--- src/rtl/ascon_pkg.sv ---
// Package: shared types, constants and the Ascon round function.
package ascon_pkg;

  localparam logic [1:0] OP_START = 2'd0;
  localparam logic [1:0] OP_AD    = 2'd1;
  localparam logic [1:0] OP_MSG   = 2'd2;
  localparam logic [1:0] OP_CHECK = 2'd3;

  localparam logic [1:0] KIND_DATA  = 2'd0;
  localparam logic [1:0] KIND_TAG   = 2'd1;
  localparam logic [1:0] KIND_CHECK = 2'd2;

  localparam logic REG_KEY_LOW  = 1'b0;
  localparam logic REG_KEY_HIGH = 1'b1;

  localparam logic [63:0] INIT_VECTOR = 64'h00001000808c0001;
  localparam logic [63:0] DOMAIN_BIT  = 64'h8000000000000000;

  typedef enum logic [1:0] {
    PH_IDLE   = 2'd0,
    PH_NOAD   = 2'd1,
    PH_ADOPEN = 2'd2,
    PH_MSG    = 2'd3
  } phase_t;

  typedef enum logic [2:0] {
    ST_IDLE,
    ST_PERM,
    ST_STEP,
    ST_OUT_DATA,
    ST_OUT_TAG,
    ST_OUT_CHECK
  } eng_state_t;

  // queued request between front and back
  typedef struct packed {
    logic [1:0]  opcode;
    logic        decrypt_mode;
    logic [63:0] w0;
    logic [63:0] w1;
    logic [4:0]  n;
    logic        last;
  } req_t;

  typedef logic [63:0] lanes_t [5];

  function automatic logic [63:0] ror64(input logic [63:0] x, input int s);
    ror64 = (x >> s) | (x << (64 - s));
  endfunction

  function automatic logic [319:0] ascon_round(input logic [319:0] st,
                                               input logic [3:0] r);
    logic [63:0] a, b, c, d, e, na, nb, nc, nd, ne;
    a = st[63:0]; b = st[127:64]; c = st[191:128]; d = st[255:192]; e = st[319:256];
    c = c ^ {56'd0, 8'hf0 - {4'd0, r} * 8'h0f};
    a = a ^ e; e = e ^ d; c = c ^ b;
    na = ~a & b; nb = ~b & c; nc = ~c & d; nd = ~d & e; ne = ~e & a;
    a = a ^ nb; b = b ^ nc; c = c ^ nd; d = d ^ ne; e = e ^ na;
    b = b ^ a; a = a ^ e; d = d ^ c; c = ~c;
    a = a ^ ror64(a, 19) ^ ror64(a, 28);
    b = b ^ ror64(b, 61) ^ ror64(b, 39);
    c = c ^ ror64(c, 1) ^ ror64(c, 6);
    d = d ^ ror64(d, 10) ^ ror64(d, 17);
    e = e ^ ror64(e, 7) ^ ror64(e, 41);
    ascon_round = {e, d, c, b, a};
  endfunction

  function automatic logic [63:0] mask_low(input logic [4:0] n);
    if (n >= 5'd8) mask_low = '1;
    else mask_low = (64'd1 << {n[2:0], 3'b000}) - 64'd1;
  endfunction

  function automatic logic [63:0] mask_high(input logic [4:0] n);
    if (n <= 5'd8) mask_high = '0;
    else if (n >= 5'd16) mask_high = '1;
    else mask_high = (64'd1 << {n[2:0], 3'b000}) - 64'd1;
  endfunction

  function automatic logic [127:0] pad_bits(input logic [4:0] n);
    pad_bits = '0;
    if (n < 5'd16) pad_bits = 128'd1 << {n[3:0], 3'b000};
  endfunction

endpackage

--- src/rtl/ascon_front.sv ---
// Input front: saturates byte count and queues requests in a two-entry FIFO.
module ascon_front (
  input  logic                 clk,
  input  logic                 rst_n,
  input  logic                 in_tvalid,
  output logic                 in_tready,
  input  logic [1:0]           in_opcode,
  input  logic                 in_decrypt_mode,
  input  logic [63:0]          in_w0,
  input  logic [63:0]          in_w1,
  input  logic [4:0]           in_n,
  input  logic                 in_last,
  output logic                 q_valid,
  input  logic                 q_ready,
  output ascon_pkg::req_t      q_req
);
  import ascon_pkg::*;

  req_t      fifo_r [2];
  logic      wp_r, rp_r;
  logic [1:0] cnt_r;
  req_t      req;
  logic      push, pop;

  always_comb begin
    req.opcode       = in_opcode;
    req.decrypt_mode = in_decrypt_mode;
    req.w0           = in_w0;
    req.w1           = in_w1;
    req.last         = in_last;
    // non-last blocks are full; saturate above sixteen
    if (!in_last || in_n > 5'd16) req.n = 5'd16;
    else req.n = in_n;
  end

  assign in_tready = (cnt_r != 2'd2);
  assign push      = in_tvalid && in_tready;
  assign q_valid   = (cnt_r != 2'd0);
  assign pop       = q_valid && q_ready;
  assign q_req     = fifo_r[rp_r];

  always_ff @(posedge clk) begin
    if (push) fifo_r[wp_r] <= req;
  end

  always_ff @(posedge clk) begin
    if (!rst_n) begin
      wp_r <= 1'b0; rp_r <= 1'b0; cnt_r <= 2'd0;
    end else begin
      if (push) wp_r <= ~wp_r;
      if (pop) rp_r <= ~rp_r;
      cnt_r <= cnt_r + {1'b0, push} - {1'b0, pop};
    end
  end

  a_cnt_max: assert property (@(posedge clk) disable iff (!rst_n) cnt_r <= 2'd2)
    else $error("fifo count overflow");
  a_no_pop_empty: assert property (@(posedge clk) disable iff (!rst_n)
    cnt_r == 2'd0 |-> !pop) else $error("pop from empty fifo");
  a_full_stall: assert property (@(posedge clk) disable iff (!rst_n)
    cnt_r == 2'd2 |-> !push) else $error("push into full fifo");

endmodule

--- src/rtl/ascon_back.sv ---
// Back end: Ascon sequencer with one permutation round per cycle.
module ascon_back (
  input  logic                 clk,
  input  logic                 rst_n,
  input  logic [63:0]          key_low,
  input  logic [63:0]          key_high,
  input  logic                 q_valid,
  output logic                 q_ready,
  input  ascon_pkg::req_t      q_req,
  output logic                 out_tvalid,
  input  logic                 out_tready,
  output logic [1:0]           out_kind,
  output logic [63:0]          out_w0,
  output logic [63:0]          out_w1,
  output logic [4:0]           out_n,
  output logic                 out_ok,
  output logic                 out_last
);
  import ascon_pkg::*;

  // step codes after each permutation
  localparam logic [2:0] AF_INIT   = 3'd0; // start: add key
  localparam logic [2:0] AF_AD     = 3'd1; // AD block done
  localparam logic [2:0] AF_ADPAD  = 3'd2; // full last AD: pad block next
  localparam logic [2:0] AF_ENTER  = 3'd3; // lone pad before message
  localparam logic [2:0] AF_MSG    = 3'd4; // non-last message done
  localparam logic [2:0] AF_MFULL  = 3'd5; // full last message: finalize
  localparam logic [2:0] AF_FINAL  = 3'd6; // tag ready

  eng_state_t  st_r, st_nxt;
  logic [319:0] s_r, s_nxt;
  phase_t      ph_r, ph_nxt;
  logic        dir_r, dir_nxt;
  logic [63:0] tag0_r, tag0_nxt, tag1_r, tag1_nxt;
  logic [3:0]  rnd_r, rnd_nxt;
  logic [2:0]  af_r, af_nxt;
  req_t        cur_r, cur_nxt;
  logic [63:0] o0_r, o0_nxt, o1_r, o1_nxt;
  logic        ok_r, ok_nxt;

  logic [63:0] m0, m1;
  logic [127:0] pad;

  always_comb begin
    m0  = mask_low(cur_r.n);
    m1  = mask_high(cur_r.n);
    pad = pad_bits(cur_r.n);
  end

  // next-state and datapath
  always_comb begin
    st_nxt = st_r; s_nxt = s_r; ph_nxt = ph_r; dir_nxt = dir_r;
    tag0_nxt = tag0_r; tag1_nxt = tag1_r; rnd_nxt = rnd_r; af_nxt = af_r;
    cur_nxt = cur_r; o0_nxt = o0_r; o1_nxt = o1_r; ok_nxt = ok_r;
    case (st_r)
      ST_IDLE: begin
        if (q_valid) begin
          cur_nxt = q_req;
          st_nxt  = ST_STEP;
          af_nxt  = AF_ENTER;
          case (q_req.opcode)
            OP_START: begin
              s_nxt   = {q_req.w1, q_req.w0, key_high, key_low, INIT_VECTOR};
              dir_nxt = q_req.decrypt_mode;
              rnd_nxt = 4'd0; af_nxt = AF_INIT; st_nxt = ST_PERM;
            end
            OP_AD: begin
              if (ph_r != PH_NOAD && ph_r != PH_ADOPEN) st_nxt = ST_IDLE;
            end
            OP_CHECK: begin
              if (ph_r != PH_IDLE) st_nxt = ST_IDLE;
              else begin
                ok_nxt = (q_req.w0 == tag0_r) && (q_req.w1 == tag1_r);
                st_nxt = ST_OUT_CHECK;
              end
            end
            OP_MSG: begin
              if (ph_r == PH_IDLE) st_nxt = ST_IDLE;
              else if (ph_r == PH_ADOPEN) begin
                s_nxt[0] = s_r[0] ^ 1'b1;
                rnd_nxt = 4'd4; af_nxt = AF_ENTER; st_nxt = ST_PERM;
              end else if (ph_r == PH_NOAD) begin
                s_nxt[319:256] = s_r[319:256] ^ DOMAIN_BIT;
                ph_nxt = PH_MSG;
              end
            end
            default: st_nxt = ST_IDLE;
          endcase
        end
      end
      ST_PERM: begin
        s_nxt   = ascon_round(s_r, rnd_r);
        rnd_nxt = rnd_r + 4'd1;
        if (rnd_r == 4'd11) begin
          case (af_r)
            AF_INIT: begin
              s_nxt[255:192] = s_nxt[255:192] ^ key_low;
              s_nxt[319:256] = s_nxt[319:256] ^ key_high;
              ph_nxt = PH_NOAD; st_nxt = ST_IDLE;
            end
            AF_AD: begin
              if (cur_r.last) begin
                s_nxt[319:256] = s_nxt[319:256] ^ DOMAIN_BIT;
                ph_nxt = PH_MSG;
              end else ph_nxt = PH_ADOPEN;
              st_nxt = ST_IDLE;
            end
            AF_ADPAD: begin
              s_nxt[0] = s_nxt[0] ^ 1'b1;
              rnd_nxt = 4'd4; af_nxt = AF_AD; st_nxt = ST_PERM;
            end
            AF_ENTER: begin
              s_nxt[319:256] = s_nxt[319:256] ^ DOMAIN_BIT;
              ph_nxt = PH_MSG; st_nxt = ST_STEP;
            end
            AF_MSG: st_nxt = ST_OUT_DATA;
            AF_MFULL: begin
              s_nxt[0] = s_nxt[0] ^ 1'b1;
              s_nxt[191:128] = s_nxt[191:128] ^ key_low;
              s_nxt[255:192] = s_nxt[255:192] ^ key_high;
              rnd_nxt = 4'd0; af_nxt = AF_FINAL; st_nxt = ST_PERM;
            end
            default: begin
              tag0_nxt = s_nxt[255:192] ^ key_low;
              tag1_nxt = s_nxt[319:256] ^ key_high;
              ph_nxt = PH_IDLE; st_nxt = ST_OUT_DATA;
            end
          endcase
        end
      end
      ST_STEP: begin
        // absorb AD or process a message block on the current state
        if (cur_r.opcode == OP_AD) begin
          if (cur_r.last && cur_r.n == 5'd0 && ph_r == PH_NOAD) begin
            s_nxt[319:256] = s_r[319:256] ^ DOMAIN_BIT;
            ph_nxt = PH_MSG; st_nxt = ST_IDLE;
          end else begin
            s_nxt[63:0]   = s_r[63:0] ^ (cur_r.w0 & m0);
            s_nxt[127:64] = s_r[127:64] ^ (cur_r.w1 & m1);
            if (cur_r.n != 5'd16) s_nxt[127:0] = s_nxt[127:0] ^ pad;
            rnd_nxt = 4'd4; st_nxt = ST_PERM;
            af_nxt = (cur_r.n == 5'd16 && cur_r.last) ? AF_ADPAD : AF_AD;
          end
        end else begin
          if (dir_r) begin
            o0_nxt = (s_r[63:0] ^ cur_r.w0) & m0;
            o1_nxt = (s_r[127:64] ^ cur_r.w1) & m1;
            s_nxt[63:0]   = (cur_r.w0 & m0) | (s_r[63:0] & ~m0);
            s_nxt[127:64] = (cur_r.w1 & m1) | (s_r[127:64] & ~m1);
          end else begin
            s_nxt[63:0]   = s_r[63:0] ^ (cur_r.w0 & m0);
            s_nxt[127:64] = s_r[127:64] ^ (cur_r.w1 & m1);
            o0_nxt = s_nxt[63:0] & m0;
            o1_nxt = s_nxt[127:64] & m1;
          end
          st_nxt = ST_PERM;
          if (!cur_r.last) begin
            rnd_nxt = 4'd4; af_nxt = AF_MSG;
          end else if (cur_r.n == 5'd16) begin
            rnd_nxt = 4'd4; af_nxt = AF_MFULL;
          end else begin
            s_nxt[127:0]   = s_nxt[127:0] ^ pad;
            s_nxt[191:128] = s_nxt[191:128] ^ key_low;
            s_nxt[255:192] = s_nxt[255:192] ^ key_high;
            rnd_nxt = 4'd0; af_nxt = AF_FINAL;
          end
        end
      end
      ST_OUT_DATA: begin
        if (out_tready) st_nxt = cur_r.last ? ST_OUT_TAG : ST_IDLE;
      end
      ST_OUT_TAG, ST_OUT_CHECK: begin
        if (out_tready) st_nxt = ST_IDLE;
      end
      default: st_nxt = ST_IDLE;
    endcase
  end

  // outputs
  always_comb begin
    q_ready = (st_r == ST_IDLE);
    out_tvalid = 1'b0; out_kind = KIND_DATA; out_w0 = '0; out_w1 = '0;
    out_n = '0; out_ok = 1'b0; out_last = 1'b1;
    case (st_r)
      ST_OUT_DATA: begin
        out_tvalid = 1'b1; out_w0 = o0_r; out_w1 = o1_r;
        out_n = cur_r.n; out_last = !cur_r.last;
      end
      ST_OUT_TAG: begin
        out_tvalid = 1'b1; out_kind = KIND_TAG; out_w0 = tag0_r; out_w1 = tag1_r;
      end
      ST_OUT_CHECK: begin
        out_tvalid = 1'b1; out_kind = KIND_CHECK; out_ok = ok_r;
      end
      default: out_tvalid = 1'b0;
    endcase
  end

  always_ff @(posedge clk) begin
    s_r <= s_nxt; rnd_r <= rnd_nxt; af_r <= af_nxt; cur_r <= cur_nxt;
    o0_r <= o0_nxt; o1_r <= o1_nxt; ok_r <= ok_nxt;
  end

  always_ff @(posedge clk) begin
    if (!rst_n) begin
      st_r <= ST_IDLE; ph_r <= PH_IDLE; dir_r <= 1'b0;
      tag0_r <= '0; tag1_r <= '0;
    end else begin
      st_r <= st_nxt; ph_r <= ph_nxt; dir_r <= dir_nxt;
      tag0_r <= tag0_nxt; tag1_r <= tag1_nxt;
    end
  end

  a_tag_follows: assert property (@(posedge clk) disable iff (!rst_n)
    (st_r == ST_OUT_DATA && out_tready && cur_r.last) |=> st_r == ST_OUT_TAG)
    else $error("tag did not follow last data");
  a_idle_after_tag: assert property (@(posedge clk) disable iff (!rst_n)
    (st_r == ST_OUT_TAG) |-> ph_r == PH_IDLE) else $error("tag out of idle");
  a_perm_key: assert property (@(posedge clk) disable iff (!rst_n)
    (st_r == ST_PERM && rnd_r == 4'd11 && af_r == AF_INIT) |=> ph_r == PH_NOAD)
    else $error("init did not open session");

endmodule

--- src/rtl/ascon_aead128_engine_unit.sv ---
// Ascon-AEAD128 engine top level: config registers, front queue and back sequencer.
// Usage: write key_low (index 0) and key_high (index 1) on the cfg channel while idle.
// Requests enter on in_*: tdata = {byte_count, in_word_high, in_word_low},
// tuser = {decrypt_mode, opcode}, tlast = last_block. Results leave on out_*:
// tdata = {out_byte_count, out_word_high, out_word_low}, tuser = {auth_ok, result_kind},
// tlast = last_result.
// Steps: start runs the initialization permutation and adds the key; an AD block is
// absorbed and permuted (plus a pad block for a full last block); a message block is
// permuted before its data result (after first closing open AD). A partial last
// message block is finalized before data and tag, a full one permuted first.
// A tag check answers in the next cycle. The shared round unit (one round per cycle)
// holds the back end least for an ignored request and longest for a full last message
// that first closes open AD; a two-entry queue takes new requests while one is processed.
// Reset clears phase, direction, saved tag, key and queue; no clearing pass is needed.
// When out_tready is low the result is held and the sequencer stalls; the queue then
// fills and in_tready drops.
module ascon_aead128_engine_unit (
  input  logic          clk,
  input  logic          rst_n,
  input  logic          in_tvalid,
  output logic          in_tready,
  input  logic [135:0]  in_tdata,   // in_word_low, in_word_high, byte_count, pad
  input  logic [2:0]    in_tuser,   // opcode, decrypt_mode
  input  logic          in_tlast,
  output logic          out_tvalid,
  input  logic          out_tready,
  output logic [135:0]  out_tdata,  // out_word_low, out_word_high, out_byte_count, pad
  output logic [2:0]    out_tuser,  // result_kind, auth_ok
  output logic          out_tlast,
  input  logic          cfg_valid,
  output logic          cfg_ready,
  input  logic          cfg_index,
  input  logic [63:0]   cfg_data
);
  import ascon_pkg::*;

  logic [63:0] key_low_r, key_high_r;
  logic        q_valid, q_ready;
  req_t        q_req;
  logic [1:0]  o_kind;
  logic [63:0] o_w0, o_w1;
  logic [4:0]  o_n;
  logic        o_ok;

  assign cfg_ready = 1'b1;

  always_ff @(posedge clk) begin
    if (!rst_n) begin
      key_low_r <= '0; key_high_r <= '0;
    end else if (cfg_valid) begin
      if (cfg_index == REG_KEY_LOW) key_low_r <= cfg_data;
      else key_high_r <= cfg_data;
    end
  end

  ascon_front u_front (
    .clk, .rst_n, .in_tvalid, .in_tready,
    .in_opcode(in_tuser[1:0]), .in_decrypt_mode(in_tuser[2]),
    .in_w0(in_tdata[63:0]), .in_w1(in_tdata[127:64]), .in_n(in_tdata[132:128]),
    .in_last(in_tlast), .q_valid, .q_ready, .q_req
  );

  ascon_back u_back (
    .clk, .rst_n, .key_low(key_low_r), .key_high(key_high_r),
    .q_valid, .q_ready, .q_req, .out_tvalid, .out_tready,
    .out_kind(o_kind), .out_w0(o_w0), .out_w1(o_w1), .out_n(o_n),
    .out_ok(o_ok), .out_last(out_tlast)
  );

  assign out_tdata = {3'd0, o_n, o_w1, o_w0};
  assign out_tuser = {o_ok, o_kind};

endmodule
--- config.mk ---
export PLATFORM = sky130hd
export DESIGN_NAME = ascon_aead128_engine_unit
export DESIGN_NICKNAME = d
export VERILOG_FILES = /design/src/rtl/ascon_pkg.sv /design/src/rtl/ascon_front.sv /design/src/rtl/ascon_back.sv /design/src/rtl/ascon_aead128_engine_unit.sv
export SDC_FILE = /design/constraint.sdc
export NUM_CORES = 2
export LEC_CHECK = 0
export BUFFER_PORTS_ARGS = -buffer_cell sky130_fd_sc_hd__buf_2
export CORE_MARGIN = 2
export CORE_UTILIZATION = 40
export DETAILED_ROUTE_END_ITERATION = 16
export SETUP_SLACK_MARGIN = 0.02
export SYNTH_ARGS = -nofsm -noshare
export SYNTH_HDL_FRONTEND = slang
export SYNTH_SLANG_ARGS = --single-unit
--- constraint.sdc ---
create_clock -name clk -period 10.47 [get_ports clk]
set_input_delay 1.5705 -clock clk [delete_from_list [all_inputs] [get_ports clk]]
set_output_delay 1.5705 -clock clk [all_outputs]
set_load 0.1 [all_outputs]
==> run_summary.xml <==
<?xml version="1.0" encoding="UTF-8"?>
<metrics>
  <group name="die">
    <metric name="pin_count" unit="">353</metric>
    <metric name="vertical_die_dimension" unit="um">424</metric>
    <metric name="start_util" unit="">0.402</metric>
    <metric name="floorplan.core_area" unit="sq mm">0.176</metric>
    <metric name="placement_rows" unit="">154</metric>
    <metric name="die_area" unit="sq mm">0.180</metric>
    <metric name="die_w" unit="um">424</metric>
  </group>
  <group name="routing">
    <metric name="drtIter0Drc" unit="">9683</metric>
    <metric name="post-route-drc-count" unit="">0</metric>
    <metric name="drt-pass1-iter-count" unit="">8</metric>
    <metric name="antenna_left" unit="">0</metric>
    <metric name="total_wirelength_of_the_detailed_routed_design" unit="um">352000</metric>
    <metric name="wl_per_cell" unit="um">36.9</metric>
    <metric name="avgViaCountPerCell" unit="">6.23</metric>
    <metric name="num_vias" unit="">59504</metric>
  </group>
  <group name="place">
    <metric name="finalWeightedCongestion" unit="">1.10</metric>
    <metric name="post-dp-hpwl" unit="um">257000</metric>
    <metric name="dp.cells" unit="">9295</metric>
    <metric name="port-buffer-count" unit="">345</metric>
  </group>
  <group name="outcome">
    <metric name="outcome" unit="">complete, no violations</metric>
  </group>
  <group name="worst_setup_path">
    <metric name="arrival" unit="ns">4.58</metric>
    <metric name="cp.required" unit="ns">8.90</metric>
    <metric name="path_max_fanout" unit="">56</metric>
    <metric name="worstSetupEndpointType" unit="">output port</metric>
    <metric name="timing.setup.critical_path_class" unit="">reg -&gt; out</metric>
    <metric name="start_kind" unit="">flop</metric>
  </group>
  <group name="clocking">
    <metric name="cts-buffers-inserted" unit="">138</metric>
    <metric name="cts_tree" unit="">yes</metric>
    <metric name="clock_path_buffers" unit="">3</metric>
    <metric name="path_clk_slew" unit="ns">0.06</metric>
    <metric name="cts.hold.buffers_added" unit="">0</metric>
    <metric name="clock_tree.htree_level_count" unit="">4</metric>
    <metric name="cts_root_buffer" unit="">clkbuf_16</metric>
    <metric name="post-cts-setup-buffers" unit="">0</metric>
    <metric name="cts.sinks" unit="">1133</metric>
    <metric name="cts_resized" unit="">0</metric>
    <metric name="clk_latency" unit="ns">0.83</metric>
  </group>
  <group name="yosys">
    <metric name="synth_enable_flop_cells" unit="">866</metric>
    <metric name="ffs_w_async_s_r_synth" unit="">0</metric>
    <metric name="netlist_area" unit="sq mm">0.0707</metric>
    <metric name="synth_flop_cell" unit="">edfxtp_1</metric>
    <metric name="post_synthesis_sequential_area_ratio" unit="">0.443</metric>
    <metric name="synth_area_per_cell" unit="sq um">10.2</metric>
    <metric name="post_synth_num_cell_types" unit="">64</metric>
    <metric name="synthesis.yosys.warnings" unit="">0</metric>
    <metric name="synth.ff_latch_count" unit="">1133</metric>
    <metric name="synth_cells" unit="">6959</metric>
  </group>
  <group name="sta">
    <metric name="setup_repair_after_global_routing_missed_its_margin" unit="">no</metric>
    <metric name="timing_max_transition_violations_final" unit="">0</metric>
    <metric name="hold_violations" unit="">0</metric>
    <metric name="post-route-period-util" unit="">0.588</metric>
    <metric name="totalNegativeSetupSlack" unit="ns">0</metric>
    <metric name="finalSetupViolCount" unit="">0</metric>
    <metric name="achievable-frequency" unit="GHz">0.162</metric>
    <metric name="timing.slew.headroom" unit="">0.0593</metric>
    <metric name="final.min_clock_period" unit="ns">6.16</metric>
    <metric name="fin_worst_skew" unit="ns">0.0470</metric>
    <metric name="actual_slew_at_the_worst_max_slew_pin" unit="ns">1.40</metric>
  </group>
  <group name="cells_and_area">
    <metric name="largest_reg_flops" unit="">320</metric>
    <metric name="highest_count_cells_in_the_layout_ignoring_fill_and_taps" unit="">xnor2_1, edfxtp_1, nand2_1, xor2_1, o21ai_0</metric>
    <metric name="layout.cells.most_common" unit="">xnor2_1</metric>
    <metric name="drive_gt1_frac" unit="">0.126</metric>
    <metric name="instances_no_fill" unit="">9556</metric>
    <metric name="most_flop_heavy_register" unit="">u_back.s_r</metric>
    <metric name="multi_input_comb_area" unit="sq mm">0.0367</metric>
    <metric name="num-fill-cells" unit="">16567</metric>
    <metric name="design.final.nets" unit="">7463</metric>
    <metric name="syn2layout_area_growth" unit="%">12.7</metric>
    <metric name="area_taken_by_flip_flops_and_latches" unit="sq mm">0.0314</metric>
    <metric name="reg_top3" unit="">u_back.s_r: 320 flops, u_front.fifo_r: 274 flops, u_back.cur_r: 136 flops</metric>
  </group>
  <group name="run">
    <metric name="maxCapViolations" unit="">0</metric>
  </group>
  <group name="global_route">
    <metric name="number_of_antenna_violations_at_the_first_check_in_global_routing" unit="">25</metric>
    <metric name="grt_overflow" unit="">0</metric>
    <metric name="grt.total_usage" unit="">0.378</metric>
    <metric name="first_global_vias" unit="">54021</metric>
    <metric name="grt_start_max_net_pins" unit="">136</metric>
    <metric name="grt_first_pass_wirelength" unit="um">467000</metric>
  </group>
  <group name="worst_hold_path">
    <metric name="hold_path.class" unit="">reg -&gt; reg</metric>
  </group>
</metrics>
logic make-up (layout without fill, tap and decap cells):
kind of cell	count (synthesis)	in the layout	share of synthesized area
compound gates	1498	1498	0.133
fa+ha+maj	166	166	0.0293
xor+xnor	1726	1726	0.227
other cells	2	13	0.000106
simple gates	1418	1418	0.0891
mux	238	238	0.0350
buf+inv	778	1024	0.0438
flops	1133	1133	0.443
synthesized netlist by cell type (all sizes together), types with 15 or more instances:
| cell | number | share of area |
|---|---|---|
| mux2 | 72 | 0.011 |
| nand3b | 69 | 0.0073 |
| o21ai | 470 | 0.033 |
| and2 | 22 | 0.0020 |
| ha | 156 | 0.028 |
| nor4 | 32 | 0.0029 |
| nand3 | 184 | 0.013 |
| a21oi | 351 | 0.025 |
| a222oi | 67 | 0.0095 |
| a22o | 130 | 0.016 |
| a22oi | 107 | 0.011 |
| nand2 | 691 | 0.037 |
| nor2 | 283 | 0.015 |
| nor3 | 15 | 0.0011 |
| clkbuf | 443 | 0.024 |
| xnor3 | 65 | 0.021 |
| o22ai | 152 | 0.013 |
| mux2i | 166 | 0.023 |
| nand4 | 81 | 0.0072 |
| a21boi | 130 | 0.014 |
| inv | 230 | 0.012 |
| xnor2 | 967 | 0.12 |
| a211oi | 23 | 0.0024 |
| buf | 105 | 0.0078 |
| dfxtp | 267 | 0.076 |
| xor2 | 694 | 0.086 |
| edfxtp | 866 | 0.37 |
path summary, 6_finish.rpt:
check | start | end | slack [ns] | cells after the start
worst min-delay path | u_back.tag0_r[60]$_SDFFE_PN0P_ | u_back.tag0_r[60]$_SDFFE_PN0P_ | 0.50 | 2
worst min register to register | u_back.tag0_r[60]$_SDFFE_PN0P_ | u_back.tag0_r[60]$_SDFFE_PN0P_ | 0.50 | 2
worst max-delay path | u_back.st_r[1]$_SDFFE_PN0P_ | out_tdata[24] | 4.31 | 5
worst max register to register | u_back.rnd_r[0]$_DFFE_PP_ | u_back.s_r[246]$_DFFE_PP_ | 4.34 | 18
stage by stage:
stage	utilization	worst slack [ns]	instance area [sq um]	hold WS, ns
3_3_place_gp	0.427	4.47	75100	0.489
2_1_floorplan	-	2.43	70700	0.476
6_report	0.453	4.31	79700	0.504
4_1_cts	0.453	4.38	79700	0.504
3_5_place_dp	0.427	4.46	75100	0.496
5_1_grt	0.453	4.04	79700	0.526
per-layer routing:
layer	vias to the layer above	share of wire	track usage
met2	4172	0.42	0.552
met1	29900	0.39	0.504
met3	762	0.11	0.0891
met5	-	0.00047	0
met4	22	0.076	0.239
li1	24648	-	-
critical path: stages (launching register included):
cell	delay, ns
dfxtp_1	0.63
nand2_1	0.18
nor2_4	0.96
buf_4	0.88
a22o_1	0.46
buf_2	0.50
area by class of cell:
cell class	instances	area share
clock buffers	195	0.0489
clock inverters	57	0.00843
multi-input cells	5050	0.460
well taps	2340	0.0367
flip-flops and latches	1133	0.393
repair buffers	542	0.0408
inverters	230	0.0110
diodes	9	0.000283
Power is not shown: default switching activity piles up to over one toggle a cycle in this logic, so the estimate is an artifact.
